$ cat src/rtl/dpks_pkg.sv
// Package for the dot-product top-K search unit.
// Holds transaction types, queue types, back-end state codes and shared constants.
// No dependencies.
`default_nettype none

package dpks_pkg;

  localparam int unsigned ACC_W     = 48;
  localparam int unsigned PROD_W    = 32;
  localparam int unsigned SCORE_W   = 16;
  localparam int unsigned INDEX_W   = 16;
  localparam int unsigned KCFG_W    = 5;
  localparam int unsigned QDEPTH    = 4;
  localparam int unsigned QPTR_W    = $clog2(QDEPTH);
  localparam int unsigned QCNT_W    = $clog2(QDEPTH + 1);

  localparam logic [SCORE_W-1:0] SCORE_ONE = 16'd32768;

  // One input transaction: a pair of Q1.15 elements plus framing flags.
  typedef struct packed {
    logic signed [15:0] query_value;
    logic signed [15:0] entry_value;
    logic               last_in_entry;
    logic               last_entry;
  } in_item_t;

  // One result transaction.
  typedef struct packed {
    logic [INDEX_W-1:0] entry_index;
    logic [SCORE_W-1:0] score;
    logic               last_result;
  } out_item_t;

  // A finished entry score travelling from the front end to the back end.
  typedef struct packed {
    logic [SCORE_W-1:0] score;
    logic [INDEX_W-1:0] entry_index;
    logic               end_run;
  } cand_t;

  typedef struct packed {
    logic              full;
    logic              empty;
    logic [QCNT_W-1:0] count;
  } q_stat_t;

  typedef enum logic {
    BK_IDLE,
    BK_EMIT
  } bk_state_e;

endpackage

`default_nettype wire

$ cat src/rtl/dpks_front.sv
// Front end of the dot-product top-K search unit: multiply, saturating accumulate, score.
// Depends on dpks_pkg. Feeds finished entry scores into dpks_fifo.
`default_nettype none

module dpks_front import dpks_pkg::*; #(
  parameter int unsigned MAX_ENTRIES = 65536
) (
  input  wire logic     clk_i,
  input  wire logic     rst_ni,
  input  wire logic     accept_i,
  input  wire in_item_t item_i,
  input  wire q_stat_t  q_stat_i,
  output logic          busy_o,
  output logic          push_o,
  output cand_t         cand_o
);

  localparam int unsigned IDX_W = $clog2(MAX_ENTRIES);
  localparam logic [IDX_W-1:0] IDX_LAST = IDX_W'(MAX_ENTRIES - 1);
  localparam int unsigned OCC_W = QCNT_W + 1;
  localparam int unsigned SUM_W = ACC_W + 1;

  logic                     s1_valid_q;
  logic signed [PROD_W-1:0] s1_prod_q;
  logic                     s1_last_q;
  logic                     s1_run_q;

  logic signed [ACC_W-1:0]  acc_q, acc_d;
  logic [IDX_W-1:0]         idx_q, idx_d;

  logic [SUM_W-1:0]         sum;
  logic [ACC_W-1:0]         sat;
  logic [SCORE_W-1:0]       score;
  logic [OCC_W-1:0]         occupancy;

  // Count the queue slots already taken plus the score that stage two may push.
  assign occupancy = {1'b0, q_stat_i.count} + {{QCNT_W{1'b0}}, (s1_valid_q & s1_last_q)};
  assign busy_o    = (occupancy >= OCC_W'(QDEPTH));

  // Stage one: the product register.
  always_ff @(posedge clk_i or negedge rst_ni) begin
    if (!rst_ni) begin
      s1_valid_q <= 1'b0;
    end else begin
      s1_valid_q <= accept_i;
    end
  end

  always_ff @(posedge clk_i) begin
    if (accept_i) begin
      s1_prod_q <= item_i.query_value * item_i.entry_value;
      s1_last_q <= item_i.last_in_entry;
      s1_run_q  <= item_i.last_in_entry & item_i.last_entry;
    end
  end

  // Stage two: saturating accumulate and score finish.
  always_comb begin
    sum = {acc_q[ACC_W-1], acc_q} + {{(SUM_W-PROD_W){s1_prod_q[PROD_W-1]}}, s1_prod_q};
    unique case (sum[SUM_W-1:SUM_W-2])
      2'b01:   sat = {1'b0, {(ACC_W-1){1'b1}}};
      2'b10:   sat = {1'b1, {(ACC_W-1){1'b0}}};
      default: sat = sum[ACC_W-1:0];
    endcase

    if (sat[ACC_W-1] || (sat == '0)) begin
      score = '0;
    end else if (|sat[ACC_W-2:30]) begin
      score = SCORE_ONE;
    end else begin
      score = sat[30:15];
    end

    acc_d  = acc_q;
    idx_d  = idx_q;
    push_o = 1'b0;
    if (s1_valid_q) begin
      if (s1_last_q) begin
        acc_d  = '0;
        push_o = 1'b1;
        if (s1_run_q) begin
          idx_d = '0;
        end else if (idx_q != IDX_LAST) begin
          idx_d = idx_q + 1'b1;
        end
      end else begin
        acc_d = sat;
      end
    end

    cand_o.score       = score;
    cand_o.entry_index = INDEX_W'(idx_q);
    cand_o.end_run     = s1_run_q;
  end

  always_ff @(posedge clk_i or negedge rst_ni) begin
    if (!rst_ni) begin
      acc_q <= '0;
      idx_q <= '0;
    end else begin
      acc_q <= acc_d;
      idx_q <= idx_d;
    end
  end

endmodule

`default_nettype wire

$ cat src/rtl/dpks_fifo.sv
// Short candidate queue between the front end and the back end.
// Depends on dpks_pkg for the candidate type and queue depth.
`default_nettype none

module dpks_fifo import dpks_pkg::*; (
  input  wire logic  clk_i,
  input  wire logic  rst_ni,
  input  wire logic  push_i,
  input  wire cand_t data_i,
  input  wire logic  pop_i,
  output cand_t      data_o,
  output q_stat_t    stat_o
);

  cand_t             mem_q [QDEPTH];
  logic [QPTR_W-1:0] wr_ptr_q;
  logic [QPTR_W-1:0] rd_ptr_q;
  logic [QCNT_W-1:0] cnt_q;

  assign data_o       = mem_q[rd_ptr_q];
  assign stat_o.count = cnt_q;
  assign stat_o.full  = (cnt_q == QCNT_W'(QDEPTH));
  assign stat_o.empty = (cnt_q == '0);

  always_ff @(posedge clk_i) begin
    if (push_i) begin
      mem_q[wr_ptr_q] <= data_i;
    end
  end

  always_ff @(posedge clk_i or negedge rst_ni) begin
    if (!rst_ni) begin
      wr_ptr_q <= '0;
      rd_ptr_q <= '0;
      cnt_q    <= '0;
    end else begin
      if (push_i) begin
        wr_ptr_q <= wr_ptr_q + 1'b1;
      end
      if (pop_i) begin
        rd_ptr_q <= rd_ptr_q + 1'b1;
      end
      case ({push_i, pop_i})
        2'b10:   cnt_q <= cnt_q + 1'b1;
        2'b01:   cnt_q <= cnt_q - 1'b1;
        default: cnt_q <= cnt_q;
      endcase
    end
  end

endmodule

`default_nettype wire

$ cat src/rtl/dpks_back.sv
// Back end of the dot-product top-K search unit: sorted best-K list and result emission.
// Depends on dpks_pkg. Pops candidates from dpks_fifo.
`default_nettype none

module dpks_back import dpks_pkg::*; #(
  parameter int unsigned MAX_K = 16
) (
  input  wire logic               clk_i,
  input  wire logic               rst_ni,
  input  wire logic [KCFG_W-1:0]  top_k_count_i,
  input  wire q_stat_t            q_stat_i,
  input  wire cand_t              cand_i,
  output logic                    pop_o,
  output logic                    result_valid_o,
  output out_item_t               result_o
);

  localparam int unsigned CNT_W  = $clog2(MAX_K + 1);
  localparam int unsigned SLOT_W = (MAX_K > 1) ? $clog2(MAX_K) : 1;
  localparam int unsigned KW     = (CNT_W > KCFG_W) ? CNT_W : KCFG_W;

  bk_state_e          state_q, state_d;
  logic [CNT_W-1:0]   count_q, count_d;
  logic [CNT_W-1:0]   left_q, left_d;
  logic [SCORE_W-1:0] slot_score_q [MAX_K];
  logic [INDEX_W-1:0] slot_index_q [MAX_K];

  logic [CNT_W-1:0]   eff_k;
  logic               list_full;
  logic [MAX_K-1:0]   gt;
  logic [SLOT_W-1:0]  tail_slot;
  logic               insert;
  logic               shift_out;
  logic [CNT_W-1:0]   count_new;
  logic [CNT_W-1:0]   emit_n;
  logic               res_valid_q, res_valid_d;
  out_item_t          res_q;

  assign eff_k = (KW'(top_k_count_i) > KW'(MAX_K)) ? CNT_W'(MAX_K) : CNT_W'(top_k_count_i);
  assign list_full = (count_q >= eff_k);
  assign tail_slot = SLOT_W'(count_q - 1'b1);

  // Slots past the fill level always give way to the new score.
  for (genvar i = 0; i < MAX_K; i++) begin : g_cmp
    assign gt[i] = (CNT_W'(i) < count_q) ? (cand_i.score > slot_score_q[i]) : 1'b1;
  end

  always_comb begin
    state_d     = state_q;
    count_d     = count_q;
    left_d      = left_q;
    pop_o       = 1'b0;
    insert      = 1'b0;
    shift_out   = 1'b0;
    res_valid_d = 1'b0;
    count_new   = count_q;
    emit_n      = '0;

    unique case (state_q)
      BK_IDLE: begin
        if (!q_stat_i.empty) begin
          pop_o  = 1'b1;
          insert = (eff_k != '0) && (!list_full || gt[tail_slot]);
          if (insert && !list_full) begin
            count_new = count_q + 1'b1;
          end
          count_d = count_new;
          if (cand_i.end_run) begin
            emit_n  = (count_new < eff_k) ? count_new : eff_k;
            count_d = '0;
            left_d  = emit_n;
            if (emit_n != '0) begin
              state_d = BK_EMIT;
            end
          end
        end
      end
      BK_EMIT: begin
        shift_out   = 1'b1;
        res_valid_d = 1'b1;
        left_d      = left_q - 1'b1;
        if (left_q == CNT_W'(1)) begin
          state_d = BK_IDLE;
        end
      end
      default: state_d = BK_IDLE;
    endcase
  end

  always_ff @(posedge clk_i or negedge rst_ni) begin
    if (!rst_ni) begin
      state_q     <= BK_IDLE;
      count_q     <= '0;
      left_q      <= '0;
      res_valid_q <= 1'b0;
    end else begin
      state_q     <= state_d;
      count_q     <= count_d;
      left_q      <= left_d;
      res_valid_q <= res_valid_d;
    end
  end

  // Parallel insertion into the descending list, or a shift toward slot zero while emitting.
  for (genvar i = 0; i < MAX_K; i++) begin : g_slot
    always_ff @(posedge clk_i) begin
      if (insert && gt[i]) begin
        if (i == 0) begin
          slot_score_q[i] <= cand_i.score;
          slot_index_q[i] <= cand_i.entry_index;
        end else if (!gt[(i > 0) ? i - 1 : 0]) begin
          slot_score_q[i] <= cand_i.score;
          slot_index_q[i] <= cand_i.entry_index;
        end else begin
          slot_score_q[i] <= slot_score_q[(i > 0) ? i - 1 : 0];
          slot_index_q[i] <= slot_index_q[(i > 0) ? i - 1 : 0];
        end
      end else if (shift_out && (i < MAX_K - 1)) begin
        slot_score_q[i] <= slot_score_q[(i < MAX_K - 1) ? i + 1 : i];
        slot_index_q[i] <= slot_index_q[(i < MAX_K - 1) ? i + 1 : i];
      end
    end
  end

  always_ff @(posedge clk_i) begin
    if (shift_out) begin
      res_q.entry_index <= slot_index_q[0];
      res_q.score       <= slot_score_q[0];
      res_q.last_result <= (left_q == CNT_W'(1));
    end
  end

  assign result_valid_o = res_valid_q;
  assign result_o       = res_q;

endmodule

`default_nettype wire

$ cat src/rtl/dot_product_top_k_search_unit.sv
// Top level of the dot-product top-K search unit.
// Depends on dpks_pkg, dpks_front, dpks_fifo and dpks_back.
`default_nettype none

// The unit takes one element pair per transaction (start high while busy is low) and
// accumulates a saturating Q18.30 dot product per entry; the front end sustains one
// transaction per cycle while busy is low through a multiplier stage and an accumulator
// stage. Each entry's clamped score crosses a four-deep queue to the back end, which
// inserts it into a sorted list of the best entries. When the final entry of a run
// arrives, the back end emits min(K, entries) results with K capped at MAX_K, best first,
// one per cycle on consecutive cycles with result_valid_o high; the last one carries
// last_result. The receiver cannot stall these results, so it must take each on the
// cycle it appears. While results stream out the front end keeps accumulating the next
// run, and busy rises once the finished entry scores queued or about to be pushed fill
// the queue. Writing top_k_count takes effect for entries scored afterwards and is meant
// to happen only while the unit is idle.

module dot_product_top_k_search_unit import dpks_pkg::*; #(
  parameter int unsigned MAX_K       = 16,
  parameter int unsigned MAX_ENTRIES = 65536
) (
  input  wire logic              clk_i,
  input  wire logic              rst_ni,
  input  wire logic              start,
  output logic                   busy,
  input  wire in_item_t          item_i,
  input  wire logic              cfg_we_i,
  input  wire logic [KCFG_W-1:0] cfg_wdata_i,
  output logic                   result_valid_o,
  output out_item_t              result_o
);

  logic [KCFG_W-1:0] top_k_count_q;
  logic              accept;
  logic              q_push;
  logic              q_pop;
  cand_t             q_wdata;
  cand_t             q_rdata;
  q_stat_t           q_stat;

  // The configuration register resets to one best entry.
  always_ff @(posedge clk_i or negedge rst_ni) begin
    if (!rst_ni) begin
      top_k_count_q <= KCFG_W'(1);
    end else if (cfg_we_i) begin
      top_k_count_q <= cfg_wdata_i;
    end
  end

  assign accept = start & ~busy;

  dpks_front #(
    .MAX_ENTRIES (MAX_ENTRIES)
  ) u_front (
    .clk_i    (clk_i),
    .rst_ni   (rst_ni),
    .accept_i (accept),
    .item_i   (item_i),
    .q_stat_i (q_stat),
    .busy_o   (busy),
    .push_o   (q_push),
    .cand_o   (q_wdata)
  );

  dpks_fifo u_fifo (
    .clk_i  (clk_i),
    .rst_ni (rst_ni),
    .push_i (q_push),
    .data_i (q_wdata),
    .pop_i  (q_pop),
    .data_o (q_rdata),
    .stat_o (q_stat)
  );

  dpks_back #(
    .MAX_K (MAX_K)
  ) u_back (
    .clk_i          (clk_i),
    .rst_ni         (rst_ni),
    .top_k_count_i  (top_k_count_q),
    .q_stat_i       (q_stat),
    .cand_i         (q_rdata),
    .pop_o          (q_pop),
    .result_valid_o (result_valid_o),
    .result_o       (result_o)
  );

  // The front end's credit check must keep the queue from overflowing.
  a_no_overflow : assert property (@(posedge clk_i) disable iff (!rst_ni)
    q_push |-> (!q_stat.full || q_pop))
    else $error("candidate pushed into a full queue");

  // A full queue must hold off new transactions.
  a_busy_when_full : assert property (@(posedge clk_i) disable iff (!rst_ni)
    q_stat.full |-> busy)
    else $error("queue full but unit not busy");

  // The back end never pops an empty queue.
  a_no_underflow : assert property (@(posedge clk_i) disable iff (!rst_ni)
    q_pop |-> !q_stat.empty)
    else $error("candidate popped from an empty queue");

  // After a run's final result the result strobe drops low.
  a_gap_after_last : assert property (@(posedge clk_i) disable iff (!rst_ni)
    (result_valid_o && result_o.last_result) |=> !result_valid_o)
    else $error("result strobe right after the last result of a run");

endmodule

`default_nettype wire

$ cat config.mk
export PLATFORM = sky130hd
export DESIGN_NAME = dot_product_top_k_search_unit
export DESIGN_NICKNAME = d
export VERILOG_FILES = /design/src/rtl/dpks_pkg.sv /design/src/rtl/dpks_front.sv /design/src/rtl/dpks_fifo.sv /design/src/rtl/dpks_back.sv /design/src/rtl/dot_product_top_k_search_unit.sv
export SDC_FILE = /design/constraint.sdc
export NUM_CORES = 2
export LEC_CHECK = 0
export BUFFER_PORTS_ARGS = -buffer_cell sky130_fd_sc_hd__buf_2
export CAP_MARGIN = 40
export CELL_PAD_IN_SITES_DETAIL_PLACEMENT = 0
export CELL_PAD_IN_SITES_GLOBAL_PLACEMENT = 1
export CORE_MARGIN = 2
export CORE_UTILIZATION = 53
export CTS_CLUSTER_DIAMETER = 30
export DETAILED_ROUTE_END_ITERATION = 6
export PLACE_DENSITY_LB_ADDON = 0.25
export SYNTH_ARGS = -nofsm -noshare
export SYNTH_HDL_FRONTEND = slang
export SYNTH_SLANG_ARGS = --single-unit
export TNS_END_PERCENT = 5
$ cat constraint.sdc
create_clock -name clk_i -period 7.9 [get_ports clk_i]
set_input_delay 0.395 -clock clk_i [delete_from_list [all_inputs] [get_ports clk_i]]
set_output_delay 0.395 -clock clk_i [all_outputs]
set_load 0.02 [all_outputs]
==> summary.md <==
| Metric | Value |
|---|---|
| Final period demand of the worst path | `6.44 ns` |
| Detailed router's first-iteration violation count | `4494` |
| Hold slack final | `0.0867 ns` |
| GR Util All Layers | `28.4%` |
| Crit path max fanout | `56` |
| Ratio of routed vias to standard cells | `6.34` |
| Placer Congestion | `0.915` |
| Cells resized by post-CTS repair | `0` |
| TritonRoute pass-1 iters | `6` |
| Worst Path Class, Setup | `flop to flop` |
| Clock tree sinks | `800` |
| Total number of vias | `42200` |
| Peak Freq | `155 MHz` |
| Total of endpoints with negative setup slack in the final report | `0` |
| Fillers | `8301` |
| Worst-Margin Slew | `0.937 ns` |
| I/O Pins | `78` |
| Antenna cell count | `0` |
| Slack of the worst reg-to-reg path | `1.46 ns` |
| Crit Reg-Reg Endpoint | `u_fifo.mem_q[1][31]` |
| Overall die width | `328 µm` |
| Hold buffer count at CTS | `14` |
| Dominant synthesized flop cell | `edfxtp_1` |
| Largest net degree at the start of global routing | `186` |
| Synthesis-to-layout area growth | `14.8%` |
| Final Hold Vio Count | `0` |
| Wire length of the first global-routing pass | `243 mm` |
| Post-route DRC violation count | `0` |
| Asr flop ratio synth | `11.1%` |
| Register bit total from synthesis | `800` |
| Critical path arrival | `6.94 ns` |
| Count of cells along the worst hold path | `3` |
| Register Area | `23600 µm²` |
| Kind of path behind the tightest hold check | `input port to flop` |
| Clock-pin slew reported for the worst setup and hold paths after clock tree synthesis | `0.04 ns` |
| Effective utilization at floorplan | `53.6%` |
| RSZ-0062 raised after global routing | `no` |
| Portion of synthesized cell area occupied by the leading cell type | `38.4%` |
| Cells on worst reg2reg path | `19` |
| Worst Hold Path EP | `u_front.s1_last_q` |
| Share of the yosys chip area belonging to registers | `42.4%` |
| HPWL Detailed | `108 mm` |
| Max cap viols | `0` |
| Avg Inst Size Synth | `10.9 µm²` |
| Initial antenna violation count | `0` |
| Critical register-to-register path startpoint | `u_front.s1_prod_q[31]` |
| Critical path data required time | `8.39 ns` |
| Area of combinational cells with multiple inputs | `28300 µm²` |
| Post-synthesis cell type count | `103` |
| Ratio of cells with drive above 1 in the final layout | `11.8%` |
| Total negative setup slack | `0 ns` |
| H-Tree Depth | `4` |
| Synthesized netlist cell count | `5091` |
| Number of warnings printed during yosys synthesis | `0` |
| Die Footprint | `108000 µm²` |
| Global-route congestion overflow total | `0` |
| Clk_lat worst skew | `0.79 ns` |
| Outcome | `finished clean` |
| Cell taking the most area after synthesis | `edfxtp_1` |
| Capturing element type of the critical path | `flop` |
| Number of global-route vias before repair | `42400` |
| CORE AREA | `104000 µm²` |
| Final count of pins violating max slew | `0` |
| Number of enable-type register cells in the synthesized netlist | `711` |
| Largest cells by area after synthesis | `edfxtp_1, fa_1, ha_1` |
| Maximum buffer depth of the clock tree | `3` |
| Critical hold path startpoint | `start` |
| Clock skew after layout | `0.0758 ns` |
| Buffers inserted during post-CTS setup optimization | `0` |
| Total number of nets in the final design | `5829` |
| Die height | `328 µm` |
| Number of rows created at floorplan | `118` |
| Launching element type of the critical path | `flop` |
| Rel. slew slack | `37.5%` |
| CTS tree | `yes` |
| Post-synthesis net count | `5805` |
| Routed WL per cell | `23.1 µm` |
| Remaining antenna violation count after routing | `0` |
| Part of the cycle the worst path needs | `81.6%` |
| I/O Buffers | `77` |
| Netlist area before placement | `55600 µm²` |
| Root cell of the clock tree | `clkbuf_16` |
| Aggregate routed wire length | `154 mm` |
| CTS buffer count | `184` |
[Yosys cell counts (15+ instances only)]
cell,count
xnor2_1,62
mux2_2,23
a311o_1,19
o221ai_1,212
nand2b_1,33
a21oi_1,428
and3_1,18
o21a_1,28
nand4_1,68
o21ai_1,15
edfxtp_1,711
o211ai_1,18
xor2_1,30
nand2_1,314
nand3_1,264
and2_1,157
clkbuf_1,213
o21ai_0,110
ha_1,407
nor4_1,15
nor3_1,49
dfrtp_1,88
fa_1,264
o2bb2ai_1,35
inv_1,619
a221o_1,224
a21o_1,73
nor2_1,132
mux4_2,32
mux2_1,27
buf_2,93
nor2b_1,28
a211oi_1,24
[cells in the final DEF (no fill, tap or decap), types with 22 or more instances in the layout]
master / synthesis / final
nor2_1: 132 / 126
edfxtp_1: 711 / 711
mux2_2: 23 / 23
nor2b_1: 28 / 27
nand4_1: 68 / 68
inv_1: 619 / 618
a21o_1: 73 / 73
ha_1: 407 / 406
bufinv_16: 0 / 25
clkbuf_16: 0 / 184
clkbuf_1: 213 / 22
o21a_1: 28 / 28
nand3_1: 264 / 264
clkinv_2: 0 / 37
o2bb2ai_1: 35 / 35
nand2b_1: 33 / 33
buf_2: 93 / 76
o221ai_1: 212 / 212
a221o_1: 224 / 224
clkinv_1: 2 / 25
o21ai_0: 110 / 96
a21oi_1: 428 / 428
nand2_1: 314 / 314
fa_1: 264 / 264
dfrtp_1: 88 / 86
nor3_1: 49 / 39
xnor2_1: 62 / 62
buf_4: 7 / 72
mux2_1: 27 / 27
xor2_1: 30 / 30
a211oi_1: 24 / 24
and2_1: 157 / 157
mux4_2: 32 / 32
[worst max-delay path by stage]
stage | start | cells past startpoint | slack (ns) | to
after CTS | u_front.acc_q[0] | 21 | 1.53 | u_fifo.mem_q[1][31]
final | u_front.s1_prod_q[31] | 19 | 1.46 | u_fifo.mem_q[1][31]
after global routing | u_fifo.rd_ptr_q[1] | 14 | 1.16 | u_back.slot_score_q[1][113]
after global placement | item_i[23] | 22 | 1.24 | u_front.s1_prod_q[31]
after detailed placement | item_i[3] | 21 | 1.20 | u_front.s1_prod_q[30]
after floorplan | u_fifo.rd_ptr_q[0] | 16 | 0.87 | u_back.slot_index_q[0][64]
[cells by family (layout without fill, tap and decap cells)]
kind of cell | after synthesis | count (layout) | synth area share [%]
XOR/XNOR | 92 | 92 | 1.45
flip-flops | 800 | 800 | 42.4
AO/OA/AOI/OAI | 1332 | 1332 | 17.6
AND/OR/NAND/NOR | 1140 | 1140 | 10.4
multiplexers | 93 | 93 | 2.52
adder cells (fa/ha/maj) | 671 | 671 | 18.7
buffers and inverters | 963 | 1148 | 6.98
[metrics by stage]
| step | std cells | util (%) | setup WS [ns] | area (µm²) |
|---|---|---|---|---|
| floorplan | 5091 | - | 0.872 | 55600 |
| global placement | 6281 | 54.9 | 1.24 | 57000 |
| detailed placement | 6295 | 55.2 | 1.20 | 57300 |
| CTS | 6656 | 61.5 | 1.53 | 63800 |
| global route | 6656 | 61.5 | 1.16 | 63800 |
| finish | 6656 | 61.5 | 1.46 | 63800 |
[final cells by class]
cell class | count | area share [%]
Multi-Input combinational cell | 3328 | 44.4
Sequential cell | 800 | 36.9
Clock buffer | 211 | 7.45
Inverter | 622 | 3.67
Tap cell | 1380 | 2.70
Clock inverter | 136 | 2.63
Timing Repair Buffer | 179 | 2.21
[critical path, cell delays in order, from the launching register on]
cell	delay, ns
edfxtp_1	0.85
ha_1	0.44
a21o_1	0.24
a31oi_2	0.35
o21ba_1	0.21
nand2b_1	0.11
o21ai_0	0.07
a311o_1	0.39
o21ai_0	0.15
nor2b_1	0.22
xnor2_1	0.17
ha_2	0.31
buf_4	0.34
nand3_1	0.21
a311o_1	0.16
o311ai_0	0.30
nor4b_1	0.42
nand4_1	0.23
or2_1	0.44
nor4b_2	0.57
[routing by layer]
layer / global-route usage, % / part of all wire [%] / vias up
met3: 4.15 / 7.0 / 228
met4: 7.43 / 1.8 / 0
met5: 0 / 0 / -
li1: - / - / 19000
met2: 42.4 / 44 / 1672
met1: 43.5 / 47 / 21300
[flip-flops by register name, indices dropped and copies added, names as in the netlist, 5 cells and up]
signal	count
u_front.s1_prod_q	32
u_back.count_q	5
u_back.left_q	5
u_back.result_o	33
u_front.idx_q	16
u_fifo.mem_q	132
top_k_count_q	5
u_back.slot_score_q	256
u_front.acc_q	48
u_back.slot_index_q	256
Power is not shown: default switching activity piles up to over one toggle a cycle in this logic, so the estimate is an artifact.
